### config.mk
export PLATFORM = sky130hd
export DESIGN_NAME = bole_cell
export DESIGN_NICKNAME = d
export VERILOG_FILES = /design/src/hdl/bole_pkg.sv /design/src/hdl/bole_cell.sv
export SDC_FILE = /design/constraint.sdc
export NUM_CORES = 1
export LEC_CHECK = 0
export ABC_AREA = 0
export BUFFER_PORTS_ARGS = -buffer_cell sky130_fd_sc_hd__buf_2
export CORE_AREA = 3 3 122 124
export CTS_CLUSTER_SIZE = 25
export DETAILED_ROUTE_END_ITERATION = 8
export DIE_AREA = 0 0 125 127
export PLACE_DENSITY_LB_ADDON = 0.12
export SLEW_MARGIN = 15
export SYNTH_ARGS = -nofsm -noshare
export SYNTH_HDL_FRONTEND = slang
export SYNTH_SLANG_ARGS = --single-unit
### constraint.sdc
create_clock -name clk_i -period 2.8 [get_ports clk_i]
set_clock_uncertainty 0.15 [all_clocks]
set_input_delay 0 -clock clk_i [delete_from_list [all_inputs] [get_ports clk_i]]
set_output_delay 0 -clock clk_i [all_outputs]
set_load 0.03 [all_outputs]
### src/hdl/bole_pkg.sv
// Package: shared types, constants and opcodes for the ordered list engine.
package bole_pkg;

  localparam int unsigned Capacity = 128;
  localparam int unsigned IdxW = $clog2(Capacity);
  localparam int unsigned CntW = $clog2(Capacity + 1);

  localparam logic [2:0] OpAppend  = 3'd0;
  localparam logic [2:0] OpInsert  = 3'd1;
  localparam logic [2:0] OpDelKey  = 3'd2;
  localparam logic [2:0] OpDelPos  = 3'd3;
  localparam logic [2:0] OpSearch  = 3'd4;
  localparam logic [2:0] OpGet     = 3'd5;
  localparam logic [2:0] OpLength  = 3'd6;

  localparam logic [1:0] StOk       = 2'd0;
  localparam logic [1:0] StFull     = 2'd1;
  localparam logic [1:0] StNotFound = 2'd2;
  localparam logic [1:0] StAppended = 2'd3;

  typedef struct packed {
    logic [2:0]         opcode;
    logic signed [31:0] key;
    logic [31:0]        payload;
    logic [7:0]         position;
  } req_t;

  typedef struct packed {
    logic [1:0]         status;
    logic signed [31:0] found_key;
    logic [31:0]        found_payload;
    logic [7:0]         length;
  } rsp_t;

  typedef struct packed {
    logic [31:0] key;
    logic [31:0] payload;
  } entry_t;

  // Per-cycle command broadcast to every cell of the chain.
  typedef struct packed {
    logic        ins;       // open a slot at ins_idx, shift later entries up
    logic [IdxW-1:0] ins_idx;
    entry_t      ins_ent;
    logic        compact;   // drop the cell at idx, shifting later entries down
    logic        mark;      // mark cells whose key matches / whose index matches
    logic        by_key;
    logic [31:0] key;
    logic [IdxW-1:0] idx;
  } cell_cmd_t;

endpackage

### src/hdl/bole_cell.sv
// One list cell: holds an entry and a drop mark, shifts with its neighbors.
module bole_cell (
  input  logic                        clk_i,
  input  logic                        rst_ni,
  input  logic [bole_pkg::IdxW-1:0]   my_idx_i,
  input  logic                        in_use_i,
  input  bole_pkg::cell_cmd_t         cmd_i,
  input  bole_pkg::entry_t            lo_ent_i,
  input  bole_pkg::entry_t            hi_ent_i,
  input  logic                        hi_mark_i,
  output bole_pkg::entry_t            ent_o,
  output logic                        mark_o,
  output logic                        hit_o
);
  bole_pkg::entry_t ent_q, ent_d;
  logic             mark_q, mark_d;

  assign hit_o = in_use_i && (ent_q.key == cmd_i.key);

  always_comb begin
    ent_d  = ent_q;
    mark_d = mark_q;
    if (cmd_i.ins) begin
      if (my_idx_i == cmd_i.ins_idx) begin
        ent_d = cmd_i.ins_ent;
      end else if (my_idx_i > cmd_i.ins_idx) begin
        ent_d = lo_ent_i;
      end
    end else if (cmd_i.mark) begin
      mark_d = in_use_i && (cmd_i.by_key ? hit_o : (my_idx_i == cmd_i.idx));
    end else if (cmd_i.compact) begin
      // drop the cell at idx: it and every cell above take the upper neighbor
      if (my_idx_i >= cmd_i.idx) begin
        ent_d  = hi_ent_i;
        mark_d = hi_mark_i;
      end
    end
  end

  always_ff @(posedge clk_i or negedge rst_ni) begin
    if (!rst_ni) begin
      mark_q <= 1'b0;
    end else begin
      mark_q <= mark_d;
    end
  end

  always_ff @(posedge clk_i) begin
    ent_q <= ent_d;
  end

  assign ent_o  = ent_q;
  assign mark_o = mark_q;
endmodule

==> results of run 1 <==
-- cells by family (layout without fill, tap and decap cells) --
| kind of cell | count (synthesis) | in the layout | synth area share |
|---|---|---|---|
| xor+xnor | 32 | 32 | 0.0680 |
| buf+inv | 36 | 482 | 0.0586 |
| compound gates | 79 | 79 | 0.101 |
| mux | 64 | 64 | 0.156 |
| simple gates | 91 | 91 | 0.101 |
| fa+ha+maj | 14 | 14 | 0.0425 |
| flops | 65 | 65 | 0.473 |
-- worst paths after layout --
kind                            cells past startpoint  slack, ns   endpoint
worst max-delay path                                6       0.32     mark_o
worst min-delay path                                3       0.02  ent_o[62]
worst max register to register                      6       0.32     mark_o
worst min register to register                      3       0.99     mark_o
max in group asynchronous                           3       2.02     mark_o
min in group asynchronous                           3       0.38     mark_o
-- repair_timing --
item / 4_1_cts / 5_1_grt
hold buffers: 128 / 2
buffers inserted: 0 / 0
hold endpoints to repair: 66 / 1
-- flip-flops by register name (all words and copies together), names as in the netlist --
signal and flops:
ent_o 64, mark_o 1
-- layout by cell type, fill, tap and decap left out, types with 2 or more instances in the layout --
master / n
sky130_fd_sc_hd__a211oi_1: 2
sky130_fd_sc_hd__a21oi_1: 68
sky130_fd_sc_hd__a31oi_1: 2
sky130_fd_sc_hd__and3_1: 2
sky130_fd_sc_hd__buf_12: 2
sky130_fd_sc_hd__buf_2: 317
sky130_fd_sc_hd__buf_4: 3
sky130_fd_sc_hd__clkbuf_16: 9
sky130_fd_sc_hd__clkinv_1: 2
sky130_fd_sc_hd__clkinvlp_4: 2
sky130_fd_sc_hd__dlygate4sd3_1: 130
sky130_fd_sc_hd__edfxtp_1: 64
sky130_fd_sc_hd__ha_1: 14
sky130_fd_sc_hd__inv_1: 14
sky130_fd_sc_hd__mux2i_1: 64
sky130_fd_sc_hd__nand4_1: 9
sky130_fd_sc_hd__nor2_1: 65
sky130_fd_sc_hd__nor2b_1: 3
sky130_fd_sc_hd__nor4_1: 2
sky130_fd_sc_hd__nor4b_1: 2
sky130_fd_sc_hd__o21a_1: 2
sky130_fd_sc_hd__xnor2_1: 28
sky130_fd_sc_hd__xor2_1: 4
-- worst max-delay path, delay by kind of cell, from the launching register on --
family                 cells  cell delay [ns]
AO/OA/AOI/OAI              1             0.19
buffers and inverters      1             0.56
AND/OR/NAND/NOR            3             0.96
flip-flops                 1             0.40
XOR/XNOR                   1             0.16
-- metrics by stage --
| step | utilization | instances |
|---|---|---|
| global route | 0.534 | 1007 |
| CTS | 0.533 | 1005 |
| detailed placement | 0.419 | 861 |
| finish | 0.534 | 1007 |
| floorplan | - | 381 |
| global placement | 0.419 | 861 |
-- per-layer routing --
layer	vias up	global-route usage	wire length [um]
met5	-	0	0
met4	0	0.0434	244
met3	18	0.0435	875
met2	181	0.336	7910
met1	2075	0.187	5540
li1	2267	-	-
-- power by group --
| group | total (uW) | internal (uW) | switching, uW |
|---|---|---|---|
| logic | 1100 | 502 | 600 |
| clock network | 1090 | 687 | 403 |
| registers | 1300 | 1240 | 62.4 |
| total | 3490 | 2420 | 1070 |
-- layout make-up --
cell class | count | area (um^2) | area share
sequential | 65 | 1950 | 0.263
tap | 180 | 225 | 0.0304
timing repair buffer | 452 | 2950 | 0.398
inverter | 14 | 52.6 | 0.00709
multi-input combinational | 280 | 1940 | 0.262
clock buffer | 9 | 225 | 0.0304
clock inverter | 7 | 70.1 | 0.00945
==> qor.csv, run 1 <==
stage,metric,value,unit
global_routing,wire length of the first global-routing pass,22.4,mm
cells_and_area,Post-Layout Inst Area,7410,um^2
floorplanning,Core Area,13900,um^2
cells_and_area,number of inserted filler cells in the final layout,1319,
sta,share of the clock period used by the worst path after layout,0.886,
floorplanning,die width,125,um
placed_design,count of input and output buffers,318,
logic_synthesis,Post-synth top flop,sky130_fd_sc_hd__edfxtp_1,
worst_hold_path,startpoint of the most critical hold path,cmd_i[104],
critical_path,worst-path fanout max,2,
critical_path,slowest cell on the critical path,sky130_fd_sc_hd__nor4_1,
clock_network,CTS root buf,sky130_fd_sc_hd__clkbuf_16,
cells_and_area,proportion of layout cells with a drive suffix above 1,0.410,
floorplanning,vertical die dimension,127,um
critical_path,type of the worst setup path,flip-flop to flip-flop,
sta,setup TNS after final layout,0,ns
sta,post-layout worst setup margin,0.319,ns
global_routing,final global-route overflow total,0,
pwr,final total power,3490,uW
pwr,worst vdd rail ir drop,296,uV
critical_path,delay of the slowest critical-path stage,0.60,ns
cells_and_area,ant diodes,0,
clock_network,total clock buffers created by CTS,9,
logic_synthesis,register bit count reported by yosys,65,
floorplanning,Ports,319,
placed_design,post-detailed-placement cell area,5820,um^2
sta,Max-Slew Margin vs Limit,0.500,
clock_network,clock-pin slew on the worst setup and hold paths,0.06,ns
logic_synthesis,Yosys Warn Count,0,
sta,setup repair after global routing missed its margin,no,
pwr,total power divided by cell area,471,nW/um^2
critical_path,Critical Path Sink Type,flip-flop,
clock_network,clock latency of the later-clocked register in the worst-skew pair,0.32,ns
clock_network,clock tree buffer depth,2,
floorplanning,Total Die Area,15900,um^2
flow_run,max-cap viol count,0,
cells_and_area,relative area change from synthesis to final layout,80.0,%
sta,transition time at the pin with the least slew margin,0.750,ns
placed_design,DPL Wire Length,11.2,mm
logic_synthesis,most area-hungry cell type in the Yosys netlist,sky130_fd_sc_hd__edfxtp_1,
logic_synthesis,number of enable flip-flop cells after synthesis,64,
critical_path,arrival time at the worst endpoint,2.59,ns
placed_design,post-placement worst setup slack,0.576,ns
drt,average wire length per cell after detail routing,14.5,um
clock_network,TritonCTS clock tree,built,
clock_network,total number of clock tree sinks,65,
logic_synthesis,distinct cell type count after synthesis,33,
sta,hold violation count in the final report,0,
logic_synthesis,most common cell in the netlist,sky130_fd_sc_hd__a21oi_1,
global_routing,number of antenna violations at the first check in global routing,0,
logic_synthesis,register area share after synthesis,0.473,
sta,highest clock rate,403,MHz
drt,DR iter-0 viols,186,
placed_design,final estimated routing congestion in global placement,0.931,
critical_path,startpoint type of the worst setup path,flip-flop,
status,result of the run,completed,
sta,"Slew Viols, Final",0,
global_routing,number of global-route vias before repair,4826,
critical_path,Crit Reg-Reg Startpoint,ent_o[34],
drt,number of search-and-repair iterations in the first detailed-routing pass,6,
global_routing,aggregate global-route resource usage,0.173,
clock_network,number of cells upsized or downsized after cts,0,
critical_path,worst-path cell chain,xor2_1 -> nor4_1 -> and3_1 -> nand4_1 -> a31oi_1 -> dlygate4sd3_1,
sta,minimum clock period,2.48,ns
logic_synthesis,cell types occupying the most area after synthesis,"sky130_fd_sc_hd__edfxtp_1, sky130_fd_sc_hd__mux2i_1, sky130_fd_sc_hd__a21oi_1",
cells_and_area,Total Nets Final,1089,
drt,Vias per Instance,4.51,
drt,routed wire length,14.6,mm
critical_path,start point of the critical path,ent_o[34],
logic_synthesis,Synth async-reset ratio,0.0154,
drt,Remaining DRCs,0,
worst_hold_path,worst hold-check path type,input pin to flip-flop,
sta,WHS,0.0249,ns
logic_synthesis,Post-synth top cells,"sky130_fd_sc_hd__a21oi_1, sky130_fd_sc_hd__nor2_1, sky130_fd_sc_hd__edfxtp_1, sky130_fd_sc_hd__mux2i_1, sky130_fd_sc_hd__xnor2_1",
drt,post-route ant nets,0,
clock_network,Max H-tree Level,3,
floorplanning,site row count,43,
logic_synthesis,Netlist Area Pre-Place,4120,um^2
drt,via count,4541,
logic_synthesis,share of the synthesized area in the top cell type,0.467,
sta,final number of setup-violating endpoints,0,
global_routing,maximum number of pins on one net before global-route repair,84,
pwr,leakage power,0.00323,uW
critical_path,Worst EP required,2.91,ns
logic_synthesis,number of standard cells after synthesis,381,
logic_synthesis,mean post-synth cell area,10.8,um^2
logic_synthesis,Synthesized Nets,648,
floorplanning,starting utilization of the core area,0.297,
Note: power is estimated with default switching activity, not from simulation.
==> run 2: changes to the inputs <==
--- a/config.mk
+++ b/config.mk
@@ -7,10 +7,10 @@
 export LEC_CHECK = 0
 export ABC_AREA = 0
 export BUFFER_PORTS_ARGS = -buffer_cell sky130_fd_sc_hd__buf_2
-export CORE_AREA = 3 3 122 124
+export CORE_AREA = 3 3 123 125
 export CTS_CLUSTER_SIZE = 25
 export DETAILED_ROUTE_END_ITERATION = 8
-export DIE_AREA = 0 0 125 127
+export DIE_AREA = 0 0 126 128
 export PLACE_DENSITY_LB_ADDON = 0.12
 export SLEW_MARGIN = 15
 export SYNTH_ARGS = -nofsm -noshare
==> constraint.sdc (replaced) <==
create_clock -name clk_i -period 2.1 [get_ports clk_i]
set_clock_uncertainty 0.15 [all_clocks]
set_input_delay 0 -clock clk_i [delete_from_list [all_inputs] [get_ports clk_i]]
set_output_delay 0 -clock clk_i [all_outputs]
set_load 0.03 [all_outputs]
==> qor.csv, run 2 (same netlist as run 1, synthesis figures left out) <==
stage,metric,value,unit,change
clock_network,clock-pin slew on the worst setup and hold paths,0.06,ns,about the same
critical_path,Crit Reg-Reg Startpoint,ent_o[35],,
placed_design,post-placement worst setup slack,0.0173,ns,-0.559 ns
pwr,total power divided by cell area,604,nW/um^2,+28%
global_routing,number of global-route vias before repair,4907,,+1.7%
floorplanning,vertical die dimension,128,um,+0.79%
critical_path,arrival time at the worst endpoint,1.97,ns,-0.62 ns
global_routing,aggregate global-route resource usage,0.179,,+0.00595
cells_and_area,area taken by flip-flops and latches,1950,um^2,unchanged
worst_hold_path,startpoint of the most critical hold path,lo_ent_i[48],,
critical_path,r2r setup slk,0.25,ns,-0.07 ns
critical_path,R2R Path End,mark_o,,
cells_and_area,"commonest non-fill, non-tap cell in the layout",sky130_fd_sc_hd__buf_2,,
status,result of the run,"finished, violations left",,
critical_path,type of the worst setup path,flip-flop to output port,,
floorplanning,starting utilization of the core area,0.294,,-0.00228
cells_and_area,number of inserted filler cells in the final layout,1252,,-5.1%
sta,share of the clock period used by the worst path after layout,1.01,,
sta,Max-Slew Margin vs Limit,0.511,,+0.0112
clock_network,total number of clock tree sinks,65,,unchanged
global_routing,number of antenna violations at the first check in global routing,0,,unchanged
drt,post-route ant nets,0,,unchanged
cells_and_area,Total Nets Final,1127,,+3.5%
critical_path,Critical Path Sink Type,output port,,
clock_network,TritonCTS clock tree,built,,
cells_and_area,"commonest cells after routing, fill and taps aside","sky130_fd_sc_hd__buf_2, sky130_fd_sc_hd__dlygate4sd3_1, sky130_fd_sc_hd__a21oi_1",,
sta,highest clock rate,472,MHz,
cells_and_area,area used by multi-input combinational logic,2070,um^2,+6.6%
pwr,combinational share of power,0.317,,about the same
sta,final number of setup-violating endpoints,1,,+1
clock_network,clock latency of the later-clocked register in the worst-skew pair,0.32,ns,about the same
placed_design,count of input and output buffers,318,,unchanged
status,violated checks,"hold timing, setup timing",,
drt,via count,4747,,+4.5%
floorplanning,Ports,319,,unchanged
sta,"Slew Viols, Final",0,,unchanged
drt,routed wire length,17.2,mm,+18%
clock_network,Max H-tree Level,3,,unchanged
floorplanning,site row count,43,,unchanged
critical_path,Worst EP required,1.95,ns,-0.96 ns
pwr,proportion of power drawn by the clock network,0.325,,+0.013
sta,hold violation count in the final report,24,,+24
cells_and_area,relative area change from synthesis to final layout,94.3,%,
sta,post-layout worst setup margin,-0.0208,ns,-0.339 ns
worst_hold_path,cell depth of the worst min-delay path,3,,unchanged
drt,Vias per Instance,4.54,,+0.74%
global_routing,final global-route overflow total,0,,unchanged
cells_and_area,ant diodes,0,,unchanged
placed_design,final estimated routing congestion in global placement,0.900,,-3.4%
clock_network,total clock buffers created by CTS,9,,unchanged
floorplanning,Core Area,14000,um^2,+0.78%
drt,Remaining DRCs,0,,unchanged
worst_hold_path,capture endpoint of the worst hold path,ent_o[48],,
pwr,share of power burned in registers,0.358,,-0.014
global_routing,wire length of the first global-routing pass,23.3,mm,+4.2%
pwr,share of total power consumed by net switching,0.302,,-0.00316
drt,number of search-and-repair iterations in the first detailed-routing pass,4,,-2
cells_and_area,proportion of layout cells with a drive suffix above 1,0.454,,+0.0444
drt,average wire length per cell after detail routing,16.5,um,+14%
cells_and_area,final standard cell utilization of the core,0.572,,+0.0380
clock_network,CTS root buf,sky130_fd_sc_hd__clkbuf_16,,
sta,WHS,-0.0857,ns,-0.111 ns
pwr,Internal,3370,uW,+39%
sta,minimum clock period,2.12,ns,
critical_path,number of cells on the worst reg-to-reg path,6,,unchanged
drt,DR iter-0 viols,201,,+8.1%
pwr,net switching power figure,1460,uW,+37%
worst_hold_path,worst hold-check path type,input pin to flip-flop,,
floorplanning,Total Die Area,16100,um^2,+1.6%
critical_path,startpoint type of the worst setup path,flip-flop,,
pwr,leakage power,0.00355,uW,+9.9%
pwr,worst vdd rail ir drop,353,uV,+19%
sta,setup repair after global routing missed its margin,yes,,
cells_and_area,max reg flops,64,,unchanged
floorplanning,die width,126,um,+0.80%
sta,transition time at the pin with the least slew margin,0.733,ns,-0.0168 ns
clock_network,clock tree buffer depth,2,,unchanged
critical_path,worst-path fanout max,2,,unchanged
placed_design,DPL Wire Length,11.8,mm,+5.5%
flow_run,max-cap viol count,0,,unchanged
global_routing,maximum number of pins on one net before global-route repair,81,,-3.6%
==> run 2: worst max-delay path, cell delays in order, from the launching register on <==
cell                       delay [ns]
sky130_fd_sc_hd__edfxtp_1        0.42
sky130_fd_sc_hd__xor2_1          0.19
sky130_fd_sc_hd__nor4_4          0.39
sky130_fd_sc_hd__buf_4           0.17
sky130_fd_sc_hd__and3_1          0.17
sky130_fd_sc_hd__and3_4          0.19
sky130_fd_sc_hd__buf_6           0.13
==> run 2: cell type report <==
class,instances,area share
Multi-Input combinational cell,280,0.259
Sequential cell,65,0.243
Tap cell,180,0.0281
Timing Repair Buffer,490,0.422
Inverter,14,0.00876
Clock inverter,6,0.0103
Clock buffer,10,0.0286
==> run 2: stage by stage <==
step / instances / TNS, ns / cell area, um^2 / total power (uW)
finish: 1045 / -0.0208 / 8000 / 4830
floorplan: 381 / -28.58 / 4200 / 2480
global route: 1045 / -0.107 / 8000 / 5070
CTS: 1017 / -0.0395 / 7630 / 4870
global placement: 866 / -0.0163 / 5950 / 3030
detailed placement: 866 / 0 / 5950 / 3040
==> run 2: how the worst max path moves through the flow <==
stage,endpoint,slack [ns],from
2_1_floorplan,ent_o[0],-0.45,cmd_i[5]
3_3_place_gp,mark_o,-0.02,ent_o[35]
3_5_place_dp,hit_o,0.02,ent_o[35]
4_1_cts,hit_o,-0.04,ent_o[33]
5_1_grt,hit_o,-0.09,ent_o[35]
6_report,hit_o,-0.02,ent_o[35]
==> run 2: repair_timing <==
item                       CTS  global route
hold buffers               135            40
cloned                       0             5
hold endpoints to repair    66            22
setup endpoints to repair    2            61
setup buffers                0            24
resized for setup            4            23
pin swaps                    1             3
==> run 2: per-layer routing <==
| metal | wire (um) | track usage | share of wire |
|---|---|---|---|
| met5 | 0 | 0 | 0 |
| met4 | 322 | 0.0429 | 0.019 |
| met3 | 1220 | 0.0496 | 0.071 |
| met2 | 9140 | 0.341 | 0.53 |
| met1 | 6530 | 0.196 | 0.38 |
==> run 2: power groups by stage <==
stage          logic, uW  clock network [uW]  registers, uW
4_1_cts             1530                1610           1730
2_1_floorplan        361                   0           2120
6_report            1530                1570           1730
3_5_place_dp        1280                   0           1760
3_3_place_gp        1270                   0           1760
5_1_grt             1650                1670           1750
